File: src/design/fqat_pkg.sv
// fqat_pkg: shared widths, state codes and lane interface structs
// for the tail-drop queue timing block. No dependencies.
package fqat_pkg;

  localparam int TIME_W   = 40;  // 24.16 time values
  localparam int SVC_W    = 32;  // 16.16 service time
  localparam int CNT_W    = 32;  // saturating event counters
  localparam int SUM_W    = 64;  // 48.16 running sums
  localparam int SIDX_W   = 2;   // server index field
  localparam int LIM_W    = 5;   // queue limit register
  localparam int NUM_LIMITS = 4;
  localparam int DEF_SERVERS = 4;
  localparam int DEF_DEPTH   = 16;
  localparam logic [LIM_W-1:0] LIM_RESET = 5'd16;

  typedef enum logic [2:0] {
    S_IDLE,
    S_CLOCK,
    S_PURGE,
    S_CALC,
    S_COMMIT
  } state_t;

  // per-lane command from the sequencer
  typedef struct packed {
    logic pop;      // drop head entry, chain shifts toward head
    logic push;     // append entry at tail
    logic set_clk;  // move server clock up to arrival
  } lane_cmd_t;

  // per-lane status seen by the sequencer
  typedef struct packed {
    logic              empty;
    logic [TIME_W-1:0] head;
    logic [TIME_W-1:0] tail;
    logic [TIME_W-1:0] clock;
  } lane_sts_t;

endpackage

File: src/design/fqat_cell.sv
// fqat_cell: one queue slot holding a finish time.
// Depends on fqat_pkg.
module fqat_cell
  import fqat_pkg::*;
(
  input  logic              clk,
  input  logic              shift,
  input  logic              load,
  input  logic [TIME_W-1:0] nb_val,
  input  logic [TIME_W-1:0] ld_val,
  output logic [TIME_W-1:0] val
);

  logic [TIME_W-1:0] val_r;

  // load wins; shift takes the value of the cell behind
  always_ff @(posedge clk) begin
    if (load) begin
      val_r <= ld_val;
    end else if (shift) begin
      val_r <= nb_val;
    end
  end

  assign val = val_r;

endmodule

File: src/design/fqat_lane.sv
// fqat_lane: one server's queue as a chain of fqat_cell slots, head at
// slot zero, plus its fill count, server clock and last finish time.
// Depends on fqat_pkg and fqat_cell.
module fqat_lane
  import fqat_pkg::*;
#(
  parameter int DEPTH = DEF_DEPTH,
  localparam int CW = $clog2(DEPTH + 1)
)(
  input  logic              clk,
  input  logic              rst_n,
  input  lane_cmd_t         cmd,
  input  logic [TIME_W-1:0] push_val,
  input  logic [TIME_W-1:0] clk_val,
  output lane_sts_t         sts,
  output logic [CW-1:0]     count
);

  logic [CW-1:0]     count_r, count_nxt;
  logic [TIME_W-1:0] clock_r;
  logic [TIME_W-1:0] tail_r;
  logic [TIME_W-1:0] slot_val [DEPTH];

  genvar k;
  generate
    for (k = 0; k < DEPTH; k++) begin : g_slot
      logic [TIME_W-1:0] nb;
      if (k == DEPTH - 1) begin : g_last
        assign nb = slot_val[k];
      end else begin : g_mid
        assign nb = slot_val[k+1];
      end
      fqat_cell u_cell (
        .clk    (clk),
        .shift  (cmd.pop),
        .load   (cmd.push && (count_r == CW'(k))),
        .nb_val (nb),
        .ld_val (push_val),
        .val    (slot_val[k])
      );
    end
  endgenerate

  always_comb begin
    count_nxt = count_r;
    if (cmd.push) begin
      count_nxt = count_r + 1'b1;
    end else if (cmd.pop) begin
      count_nxt = count_r - 1'b1;
    end
  end

  always_ff @(posedge clk) begin
    if (!rst_n) begin
      count_r <= '0;
      clock_r <= '0;
    end else begin
      count_r <= count_nxt;
      if (cmd.set_clk) begin
        clock_r <= clk_val;
      end
    end
  end

  // last pushed finish; only read while the queue is non-empty
  always_ff @(posedge clk) begin
    if (cmd.push) begin
      tail_r <= push_val;
    end
  end

  assign sts.empty = (count_r == '0);
  assign sts.head  = slot_val[0];
  assign sts.tail  = tail_r;
  assign sts.clock = clock_r;
  assign count     = count_r;

endmodule

File: src/design/finite_queue_admission_timing.sv
// finite_queue_admission_timing: tail-drop admission timing over a set of
// single-server FIFO queues; sequencer, limits, totals and result register.
// Depends on fqat_pkg and fqat_lane.
//
//  channel | direction | handshake          | word
//  --------+-----------+--------------------+-----------------------------------
//  in_     | input     | in_valid/in_ready  | server index, arrival, service
//  out_    | output    | out_valid/out_ready| admit flag, wait, finish, totals
//  cfg_    | input     | cfg_we only        | queue limit per server
//
// Steps: after acceptance a word passes CLOCK, PURGE, CALC and COMMIT; the
//   next word is taken only back in IDLE. PURGE pops finished entries from
//   that server's queue, one pop per cycle, set by the shift of the slot chain.
// Reset: rst_n synchronous, active low; counts, clocks and totals clear,
//   limits return to 16. Slot contents are not cleared.
// Stalls: a result waits in the output register while the next word is
//   accepted and worked on; that word only stalls at its commit step.
module finite_queue_admission_timing
  import fqat_pkg::*;
#(
  parameter int SERVERS     = DEF_SERVERS,
  parameter int QUEUE_DEPTH = DEF_DEPTH
)(
  input  logic               clk,
  input  logic               rst_n,
  // input word
  input  logic               in_valid,
  output logic               in_ready,
  input  logic [SIDX_W-1:0]  in_server_index,
  input  logic [TIME_W-1:0]  in_arrival_time,
  input  logic [SVC_W-1:0]   in_service_time,
  // result word
  output logic               out_valid,
  input  logic               out_ready,
  output logic               out_accepted,
  output logic [TIME_W-1:0]  out_wait_time,
  output logic [TIME_W-1:0]  out_finish_time,
  output logic [CNT_W-1:0]   out_accepted_count,
  output logic [CNT_W-1:0]   out_rejected_count,
  output logic [TIME_W-1:0]  out_latest_finish,
  output logic [SUM_W-1:0]   out_wait_sum,
  output logic [SUM_W-1:0]   out_service_sum,
  // configuration
  input  logic               cfg_we,
  input  logic [1:0]         cfg_index,
  input  logic [LIM_W-1:0]   cfg_data
);

  localparam int CW   = $clog2(QUEUE_DEPTH + 1);
  localparam int CMPW = (CW > LIM_W) ? CW : LIM_W;
  localparam int SELW = (SERVERS > 1) ? $clog2(SERVERS) : 1;

  // ---------------------------------------------------------------------
  // configuration: queue limits
  // ---------------------------------------------------------------------
  logic [LIM_W-1:0] limit_r [NUM_LIMITS];

  always_ff @(posedge clk) begin
    if (!rst_n) begin
      for (int i = 0; i < NUM_LIMITS; i++) begin
        limit_r[i] <= LIM_RESET;
      end
    end else if (cfg_we) begin
      limit_r[cfg_index] <= cfg_data;
    end
  end

  // ---------------------------------------------------------------------
  // captured word and working registers
  // ---------------------------------------------------------------------
  state_t            state_r, state_nxt;
  logic [SIDX_W-1:0] srv_r;
  logic [TIME_W-1:0] arr_r;
  logic [SVC_W-1:0]  svc_r;
  logic              acc_r;
  logic [TIME_W-1:0] wait_r;
  logic [TIME_W-1:0] fin_r;

  logic [SELW-1:0]   sel;
  logic              in_range;
  logic              do_pop, do_push, do_setclk, commit;

  assign sel      = SELW'(srv_r);
  assign in_range = (int'(srv_r) < SERVERS);

  // ---------------------------------------------------------------------
  // server lanes
  // ---------------------------------------------------------------------
  lane_cmd_t lane_cmd [SERVERS];
  lane_sts_t lane_sts [SERVERS];
  logic [CW-1:0] lane_cnt [SERVERS];
  lane_sts_t     sts_sel;
  logic [CW-1:0] cnt_sel;

  genvar g;
  generate
    for (g = 0; g < SERVERS; g++) begin : g_lane
      assign lane_cmd[g].pop     = do_pop    && in_range && (sel == SELW'(g));
      assign lane_cmd[g].push    = do_push   && in_range && (sel == SELW'(g));
      assign lane_cmd[g].set_clk = do_setclk && in_range && (sel == SELW'(g));
      fqat_lane #(.DEPTH(QUEUE_DEPTH)) u_lane (
        .clk      (clk),
        .rst_n    (rst_n),
        .cmd      (lane_cmd[g]),
        .push_val (fin_r),
        .clk_val  (arr_r),
        .sts      (lane_sts[g]),
        .count    (lane_cnt[g])
      );
    end
  endgenerate

  always_comb begin
    sts_sel = '0;
    cnt_sel = '0;
    for (int i = 0; i < SERVERS; i++) begin
      if (sel == SELW'(i)) begin
        sts_sel = lane_sts[i];
        cnt_sel = lane_cnt[i];
      end
    end
  end

  // effective limit saturates at the queue depth
  logic [CMPW-1:0] lim_ext, cnt_ext, eff_lim;
  assign lim_ext = CMPW'(limit_r[srv_r]);
  assign cnt_ext = CMPW'(cnt_sel);
  assign eff_lim = (lim_ext > CMPW'(QUEUE_DEPTH)) ? CMPW'(QUEUE_DEPTH) : lim_ext;

  // head entry finished before the server clock -> pop it
  logic purge_hit;
  assign purge_hit = in_range && !sts_sel.empty && (sts_sel.head < sts_sel.clock);

  // ---------------------------------------------------------------------
  // admission math (CALC step)
  // ---------------------------------------------------------------------
  logic              acc_c;
  logic [TIME_W-1:0] base_c;
  logic [TIME_W:0]   fin_sum;
  logic [TIME_W-1:0] fin_c, wait_c;

  assign acc_c   = in_range && (cnt_ext < eff_lim);
  assign base_c  = sts_sel.empty ? sts_sel.clock : sts_sel.tail;
  assign fin_sum = {1'b0, base_c} + (TIME_W+1)'(svc_r);

  always_comb begin
    fin_c  = '0;
    wait_c = '0;
    if (acc_c) begin
      fin_c = fin_sum[TIME_W] ? {TIME_W{1'b1}} : fin_sum[TIME_W-1:0];
      if (!sts_sel.empty && (sts_sel.tail >= arr_r)) begin
        wait_c = sts_sel.tail - arr_r;
      end
    end
  end

  // ---------------------------------------------------------------------
  // sequencer
  // ---------------------------------------------------------------------
  logic out_valid_r;

  always_comb begin
    state_nxt = state_r;
    in_ready  = 1'b0;
    do_pop    = 1'b0;
    do_push   = 1'b0;
    do_setclk = 1'b0;
    commit    = 1'b0;
    case (state_r)
      S_IDLE: begin
        in_ready = 1'b1;
        if (in_valid) begin
          state_nxt = S_CLOCK;
        end
      end
      S_CLOCK: begin
        // clock never moves back
        do_setclk = (arr_r > sts_sel.clock);
        state_nxt = S_PURGE;
      end
      S_PURGE: begin
        if (purge_hit) begin
          do_pop = 1'b1;
        end else begin
          state_nxt = S_CALC;
        end
      end
      S_CALC: begin
        state_nxt = S_COMMIT;
      end
      S_COMMIT: begin
        if (!out_valid_r || out_ready) begin
          commit    = 1'b1;
          do_push   = acc_r;
          state_nxt = S_IDLE;
        end
      end
      default: begin
        state_nxt = S_IDLE;
      end
    endcase
  end

  always_ff @(posedge clk) begin
    if (!rst_n) begin
      state_r <= S_IDLE;
    end else begin
      state_r <= state_nxt;
    end
  end

  always_ff @(posedge clk) begin
    if (in_valid && in_ready) begin
      srv_r <= in_server_index;
      arr_r <= in_arrival_time;
      svc_r <= in_service_time;
    end
    if (state_r == S_CALC) begin
      acc_r  <= acc_c;
      wait_r <= wait_c;
      fin_r  <= fin_c;
    end
  end

  // ---------------------------------------------------------------------
  // running totals; they only change at commit, which waits for the
  // output register to drain, so they double as the result's totals
  // ---------------------------------------------------------------------
  logic [CNT_W-1:0]  acc_cnt_r, rej_cnt_r;
  logic [TIME_W-1:0] latest_r;
  logic [SUM_W-1:0]  wait_tot_r, svc_tot_r;
  logic [SUM_W:0]    wait_add, svc_add;

  assign wait_add = {1'b0, wait_tot_r} + (SUM_W+1)'(wait_r);
  assign svc_add  = {1'b0, svc_tot_r} + (SUM_W+1)'(svc_r);

  always_ff @(posedge clk) begin
    if (!rst_n) begin
      acc_cnt_r  <= '0;
      rej_cnt_r  <= '0;
      latest_r   <= '0;
      wait_tot_r <= '0;
      svc_tot_r  <= '0;
    end else if (commit) begin
      if (acc_r) begin
        if (acc_cnt_r != {CNT_W{1'b1}}) begin
          acc_cnt_r <= acc_cnt_r + 1'b1;
        end
        wait_tot_r <= wait_add[SUM_W] ? {SUM_W{1'b1}} : wait_add[SUM_W-1:0];
        svc_tot_r  <= svc_add[SUM_W]  ? {SUM_W{1'b1}} : svc_add[SUM_W-1:0];
        if (fin_r > latest_r) begin
          latest_r <= fin_r;
        end
      end else if (rej_cnt_r != {CNT_W{1'b1}}) begin
        rej_cnt_r <= rej_cnt_r + 1'b1;
      end
    end
  end

  // ---------------------------------------------------------------------
  // result register
  // ---------------------------------------------------------------------
  logic              out_acc_r;
  logic [TIME_W-1:0] out_wait_r, out_fin_r;

  always_ff @(posedge clk) begin
    if (!rst_n) begin
      out_valid_r <= 1'b0;
    end else if (commit) begin
      out_valid_r <= 1'b1;
    end else if (out_ready) begin
      out_valid_r <= 1'b0;
    end
  end

  always_ff @(posedge clk) begin
    if (commit) begin
      out_acc_r  <= acc_r;
      out_wait_r <= wait_r;
      out_fin_r  <= fin_r;
    end
  end

  assign out_valid          = out_valid_r;
  assign out_accepted       = out_acc_r;
  assign out_wait_time      = out_wait_r;
  assign out_finish_time    = out_fin_r;
  assign out_accepted_count = acc_cnt_r;
  assign out_rejected_count = rej_cnt_r;
  assign out_latest_finish  = latest_r;
  assign out_wait_sum       = wait_tot_r;
  assign out_service_sum    = svc_tot_r;

  // ---------------------------------------------------------------------
  // checks
  // ---------------------------------------------------------------------
  a_commit_free: assert property (@(posedge clk) disable iff (!rst_n)
    commit |-> (!out_valid_r || out_ready))
    else $error("commit while result register still held");

  a_reject_zero: assert property (@(posedge clk) disable iff (!rst_n)
    (out_valid && !out_accepted) |-> (out_wait_time == '0 && out_finish_time == '0))
    else $error("dropped word carries wait or finish");

  a_latest_cover: assert property (@(posedge clk) disable iff (!rst_n)
    (out_valid && out_accepted) |-> (out_latest_finish >= out_finish_time))
    else $error("latest finish below reported finish");

  a_count_bound: assert property (@(posedge clk) disable iff (!rst_n)
    in_range |-> (cnt_ext <= CMPW'(QUEUE_DEPTH)))
    else $error("queue count above depth");

  a_push_room: assert property (@(posedge clk) disable iff (!rst_n)
    do_push |-> (cnt_ext < CMPW'(QUEUE_DEPTH)))
    else $error("push into a full queue");

endmodule

File: config.mk
export PLATFORM = sky130hd
export DESIGN_NAME = finite_queue_admission_timing
export DESIGN_NICKNAME = d
export VERILOG_FILES = /design/src/design/fqat_pkg.sv /design/src/design/fqat_cell.sv /design/src/design/fqat_lane.sv /design/src/design/finite_queue_admission_timing.sv
export SDC_FILE = /design/constraint.sdc
export NUM_CORES = 2
export LEC_CHECK = 0
export ABC_CLOCK_PERIOD_IN_PS = 26900
export BUFFER_PORTS_ARGS = -buffer_cell sky130_fd_sc_hd__clkbuf_2
export CAP_MARGIN = 20
export CORE_MARGIN = 3
export CORE_UTILIZATION = 55
export DETAILED_ROUTE_END_ITERATION = 7
export GPL_TIMING_DRIVEN = 0
export PLACE_DENSITY = 0.82
export SYNTH_ARGS = -nofsm -noshare
export SYNTH_HDL_FRONTEND = slang
export SYNTH_SLANG_ARGS = --single-unit
File: constraint.sdc
create_clock -name clk -period 26.9 [get_ports clk]
set_input_delay 8.07 -clock clk [delete_from_list [all_inputs] [get_ports clk]]
set_output_delay 8.07 -clock clk [all_outputs]
set_load 0.01 [all_outputs]
; ---- Yosys cells after proc, flatten, opt, wreduce, memory -nomap -nowiden
; Memory sizes are Yosys's and may differ from the RTL's. A register that Yosys moved wholly into a read port is not among the register bits.
; Index checks and enable logic that the tools add are counted.
[classes]
addsub = 14
order_cmp = 6
eq_ne = 72
mux = 163
bitwise = 1
n_reduce_logical = 160
[ops]
columns = operator, count
row1 = 40-bit two-way mux, 122
row2 = 121-bit two-way mux, 4
row3 = 5-bit by 4-bit == test with 1-bit output (second input constant), 32
row4 = 2-bit nonzero test, 65
row5 = 64-bit two-way mux, 2
row6 = 5-bit by 3-bit == test with 1-bit output (second input constant), 16
row7 = 40-bit > comparator, 2
row8 = 1-bit logical AND, 79
row9 = 5-bit two-way mux, 14
row10 = 64-bit by 32-bit adder with 65-bit output, 1
row11 = 64-bit by 40-bit adder with 65-bit output, 1
row12 = 32-bit by 1-bit adder with 32-bit output (second input constant), 2
row13 = 32-bit != test (second input constant), 2
row14 = 40-bit by 32-bit adder with 41-bit output, 1
row15 = 5-bit by 2-bit == test with 1-bit output (second input constant), 8
row16 = 40-bit >= comparator, 1
row17 = 40-bit < comparator, 1
row18 = 40-bit subtractor, 1
row19 = 5-bit by 1-bit adder with 5-bit output (second input constant), 4
row20 = 5-bit by 1-bit == test with 1-bit output (second input constant), 4
row21 = 5-bit logical NOT, 4
row22 = 5-bit by 1-bit subtractor with 5-bit output (second input constant), 4
row23 = 1-bit two-way mux, 15
row24 = 3-bit case mux with 5 select lines, 1
row25 = 18 further kinds, 30
[totals]
regBits = 3372
mem_bits_rw = 20
input_bits = 86
out_inout_bits = 315
elab_cells = 509
n_memories = 1
[mem_list]
columns = name, words, word_bits, read_ports, rd_clocked_by_memory_dff, write_ports, line_no
row1 = limit_r, 4, 5, 1, 1, 4, finite_queue_admission_timing.sv:56  ; logic [LIM_W-1:0] limit_r [NUM_LIMITS];

; ---- Longest topological paths before layout
[logic_depth]
depth_word = 12
mapped_depth = 22
ltp_nobuf = 19

; ---- Cells and area by module
; Synthesis repeated with hierarchy kept, for this count alone.
[hier_totals]
hier_cells = 9721
hier_area_um2 = 166344.5
[by_module_without_submodules]
columns = module, n_inst, cells_per_inst, area_per_inst_um2
row1 = fqat_cell, 64, 86, 1895.6
row2 = finite_queue_admission_timing, 1, 3285, 32626.3
row3 = fqat_lane, 4, 233, 3100.5

; ---- Worst setup path after synthesis
; Ideal clock, no wire load.
[synth_path]
kind = input-to-reg
start = in out_ready
end = reg g_lane[3].u_lane.g_slot[13].u_cell.val_r[0], enable pin
setup_ps = 493
arrival_time_ps = 14025
required_ps = 26407
path_slack_ps = 12382
cell_stages = 8
path_cell_list = nor2b_1 and2b_1 and2_1 buf_2 nand3_1 nor2_1 nand2_1 o21ai_0
[synth_between]
elab_chain_len = 6
[synth_rtl]
columns = element, line_no
row1 = "start, declared", finite_queue_admission_timing.sv:34  ; input logic out_ready,
row2 = 1-bit logical OR, finite_queue_admission_timing.sv:192  ; if (!out_valid_r || out_ready) begin
row3 = 1-bit two-way mux, finite_queue_admission_timing.sv:192
row4 = 1-bit two-way mux, finite_queue_admission_timing.sv:169  ; case (state_r)
row5 = 1-bit logical AND, finite_queue_admission_timing.sv:99  ; assign lane_cmd[g].push = do_push && in_range && (sel == SELW'(g));
row6 = 1-bit logical AND, fqat_lane.sv:36  ; .load (cmd.push && (count_r == CW'(k))),
row7 = 2-bit nonzero test (no source line), -
row8 = "end signal, assigned", fqat_cell.sv:19  ; val_r <= ld_val;
row9 = "end signal, assigned", fqat_cell.sv:21  ; val_r <= nb_val;
row10 = "end, declared", fqat_cell.sv:14  ; logic [TIME_W-1:0] val_r;
; No other way between the ends.
; A chain may end at the register's enable or synchronous reset.

; ---- Final worst setup path
[layout_path]
start = in out_ready
end = reg g_lane[3].u_lane.g_slot[12].u_cell.val_r[33], enable pin
[layout_between]
elab_chain_len = 6
[layout_rtl]
columns = element, line_no
row1 = 1-bit logical OR, finite_queue_admission_timing.sv:192
row2 = 1-bit two-way mux, finite_queue_admission_timing.sv:192
row3 = 1-bit two-way mux, finite_queue_admission_timing.sv:169
row4 = 1-bit logical AND, finite_queue_admission_timing.sv:99
row5 = 1-bit logical AND, fqat_lane.sv:36
row6 = 2-bit nonzero test (no source line), -
row7 = "end signal, assigned", fqat_cell.sv:19
row8 = "end signal, assigned", fqat_cell.sv:21
row9 = "end, declared", fqat_cell.sv:14
; No other way between the ends.

==> run_results.csv <==
group,metric,value,unit
outcome,outcome,"finished, final reports clean",
worst_setup_path,end_kind,"flop",
route,drtIter0Drc,10500,
clock_network,cts-root-buf,"clkbuf_16",
sta,whs,0.457,ns
die,coreArea,272000,sq um
route,first_pass_iters,6,
pwr,power.density,64.6,nW/um^2
worst_setup_path,path_class,"primary input to flop",
die,pin_count,401,
die,die_area,282000,sq um
route,post_drt_via_cell_ratio,6.34,
placement,dp_hpwl,326000,microns
synth,syn_area_per_cell,15.5,sq um
clock_network,cts_made_buffers,354,
synth,synth-edff-count,2976,
global_route,grt-ovfl-total,0,
synth,synth_warnings,0,
pwr,p_switching,0.00245,W
clock_network,cts_hold_buf,0,
pwr,seq_power_share,51.5,%
route,drc,0,
global_route,grt_antenna_before_repair,35,
clock_network,ctsResizeCount,0,
layout,fill_cells,18500,
flow_run,cap_violations,0,
sta,clock_skew,0.0769,ns
sta,clock.fmax,82.5,MHz
die,die_h,531,microns
layout,ff_latch_area,97700,sq um
sta,setup_viol,0,
worst_setup_path,cp_max_fo,32,
global_route,grt_max_degree,67,
synth,ys.flop_type,"edfxtp_1",
global_route,grt_usage,31.0,%
die,rows,191,
clock_network,clk_latency,0.98,ns
sta,slew_headroom,25.4,%
synth,async_flop_share,0,%
layout,drive_above_1_share,36.0,%
pwr,swShare,21.9,%
worst_setup_path,crit_required,27.54,ns
sta,worst_pin_slew,1.11,ns
synth,mappedNetlistArea,151000,sq um
clock_network,tritoncts,"yes",
synth,synth_cells,9766,
placement,port_buffers,400,
pwr,pwr-share-clk,43.6,%
route,ant_nets,0,
layout,multi_input_area,50300,sq um
clock_network,cts.path.max_buffers,4,
placement,gp_congestion,0.980,
pwr,peakVddDrop,0.0613,mV
synth,synth-seq-cells,3394,
synth,synth_cell_types,98,
layout,nNetsFinal,11100,
sta,fin_crit_sh,45.1,%
synth,synth_fp_nets,10200,
route,wl_per_cell,30.7,microns
clock_network,clock-sinks,3394,
worst_setup_path,cpPeakStageDelay,0.79,ns
worst_setup_path,cp-start-kind,"primary input",
sta,post-route-min-period,12.12,ns
sta,finalMaxSlewViolations,0,
route,via_count,92100,
die,dieWidth,531,microns
sta,finalHoldViolations,0,
worst_setup_path,critPathSlowestCell,"nand4_1",
route,wl,446000,microns
clock_network,clk_pin_slew,0.06,ns
pwr,power_frac_comb,4.9,%
clock_network,h-tree-depth,5,
synth,yosysSeqAreaShare,64.6,%
clock_network,postCtsSetupBuffers,0,
die,start_util,55.6,%
layout,area_delta_synth_final,14.2,%
sta,rsz0062_at_grt,"false",
worst_setup_path,crit_arrival,12.76,ns
min_path,hold_path.class,"flop to flop",
global_route,grt_pass1_wl,635000,microns
global_route,grt_pass1_vias,91600,
pwr,p_int,0.00873,W
worst_setup_path,critical_path.cell_chain,"clkbuf_2 > nor2b_1 > and2b_4 > and2_1 > buf_2 > nand3_1 > nor2_1 > nand4_1 > clkbuf_1 > nand2_2 > buf_12",
pwr,p_leak,59.0,nW
sta,fin_setup_tns,0,ns
## power groups by stage
stage	sequential (W)	combinational, W	clock [W]
floorplan	0.00584	0.000323	0
global placement	0.00589	0.000486	0
detailed placement	0.00586	0.000534	0
CTS	0.00575	0.000539	0.00489
global route	0.00575	0.000584	0.00507
finish	0.00575	0.000548	0.00487
## logic make-up after synthesis
kind of cell               count (synthesis)  synth area share (%)
and+or+nand+nor                         1290                  4.09
DFF                                     3394                  64.6
buffers and inverters                    887                  2.47
AOI/OAI and AO/OA                        945                  3.94
adders and majority gates                298                  2.48
muxes                                   2760                  21.3
xor gates and xnor gates                 192                  1.11
## critical path, delay by kind of cell
family / cells / cell delay [ns]
buf+inv: 4 / 1.45
simple gates: 7 / 3.13
## cell usage in the layout, fill, tap and decap left out, types with 27 or more instances in the layout
cell type / synthesis / final
clkbuf_16: 0 / 363
nor2b_1: 27 / 27
mux4_2: 130 / 130
a21oi_1: 305 / 305
dfxtp_1: 418 / 418
o21ai_4: 0 / 30
nand2b_1: 47 / 35
buf_4: 28 / 31
nand3_1: 92 / 92
a211oi_1: 32 / 32
and3_1: 67 / 66
mux2_2: 2390 / 2390
mux2_1: 31 / 31
clkbuf_2: 2 / 403
mux2i_1: 209 / 209
nor2_1: 308 / 307
xor2_1: 93 / 93
clkinv_2: 0 / 62
edfxtp_1: 2976 / 2976
clkbuf_1: 437 / 511
buf_2: 211 / 213
bufinv_16: 0 / 33
nor3_1: 56 / 56
ha_1: 294 / 294
xnor2_1: 99 / 99
clkinv_1: 1 / 50
buf_16: 0 / 67
a31oi_1: 49 / 49
buf_12: 0 / 59
a21o_1: 103 / 103
and2_1: 56 / 52
o21ai_0: 235 / 204
nand4_1: 82 / 82
inv_1: 197 / 195
nand2_1: 433 / 415
## synthesized netlist by cell type, types with 67 or more instances
master,n,area [sq um]
o21ai_0,235,1180
buf_2,211,1060
inv_1,197,739
nand3_1,92,460
nand4_1,82,513
nand2_1,433,1630
xor2_1,93,815
dfxtp_1,418,8370
xnor2_1,99,867
ha_1,294,3680
a21o_1,103,773
a21oi_1,305,1530
mux2_2,2390,26900
mux2i_1,209,2090
edfxtp_1,2976,89400
and3_1,67,419
mux4_2,130,2930
clkbuf_1,437,1640
nor2_1,308,1160
## path summary, 6_finish.rpt
kind / from / endpoint / slack (ns) / cells after the start
min: g_lane[3].u_lane.clock_r[30] / g_lane[3].u_lane.clock_r[30] / 0.46 / 2
max: out_ready / g_lane[3].u_lane.g_slot[12].u_cell.val[33] / 14.78 / 11
min reg2reg: g_lane[3].u_lane.clock_r[30] / g_lane[3].u_lane.clock_r[30] / 0.46 / 2
max reg2reg: sel[1] / g_lane[2].u_lane.g_slot[2].u_cell.val[39] / 17.82 / 19
## sequential cells by signal (all words and copies together), names as in the netlist, named ones only
| signal | flops |
|---|---|
| acc_r | 1 |
| arr_r | 40 |
| fin_r | 40 |
| g_lane.u_lane.clock_r | 160 |
| g_lane.u_lane.count | 20 |
| g_lane.u_lane.g_slot.u_cell.val | 2560 |
| g_lane.u_lane.tail_r | 160 |
| limit_r | 20 |
| out_accepted | 1 |
| out_accepted_count | 32 |
| out_finish_time | 40 |
| out_latest_finish | 40 |
| out_rejected_count | 32 |
| out_service_sum | 64 |
| out_valid | 1 |
| out_wait_sum | 64 |
| out_wait_time | 40 |
| sel | 2 |
| state_r | 3 |
| svc_r | 32 |
| wait_r | 40 |
## per-stage QoR
stage	utilization, %	setup WS [ns]	cell area [sq um]	cells	total power (W)
floorplan	-	12.38	151000	9766	0.00616
global placement	58.0	7.36	158000	13700	0.00637
detailed placement	59.3	14.06	162000	13900	0.00640
CTS	63.5	15.05	173000	14500	0.0112
global route	63.5	14.73	173000	14500	0.0114
finish	63.5	14.78	173000	14500	0.0112
## final cells by class
class,instances,area share (%)
antenna,23,0.0333
buffer,689,1.73
clock buffer,454,5.54
clock inverter,170,1.00
inverter,198,0.430
multi-input combinational,5485,29.1
sequential,3394,56.5
tap,3570,2.58
timing repair buffer,544,3.04
## routing by layer
layer | track usage [%] | routed length (microns)
met4 | 17.4 | 28400
met1 | 39.9 | 167000
met5 | 0 | 130
met2 | 48.8 | 205000
met3 | 7.10 | 44500
Power figures use the tool's default switching activity.
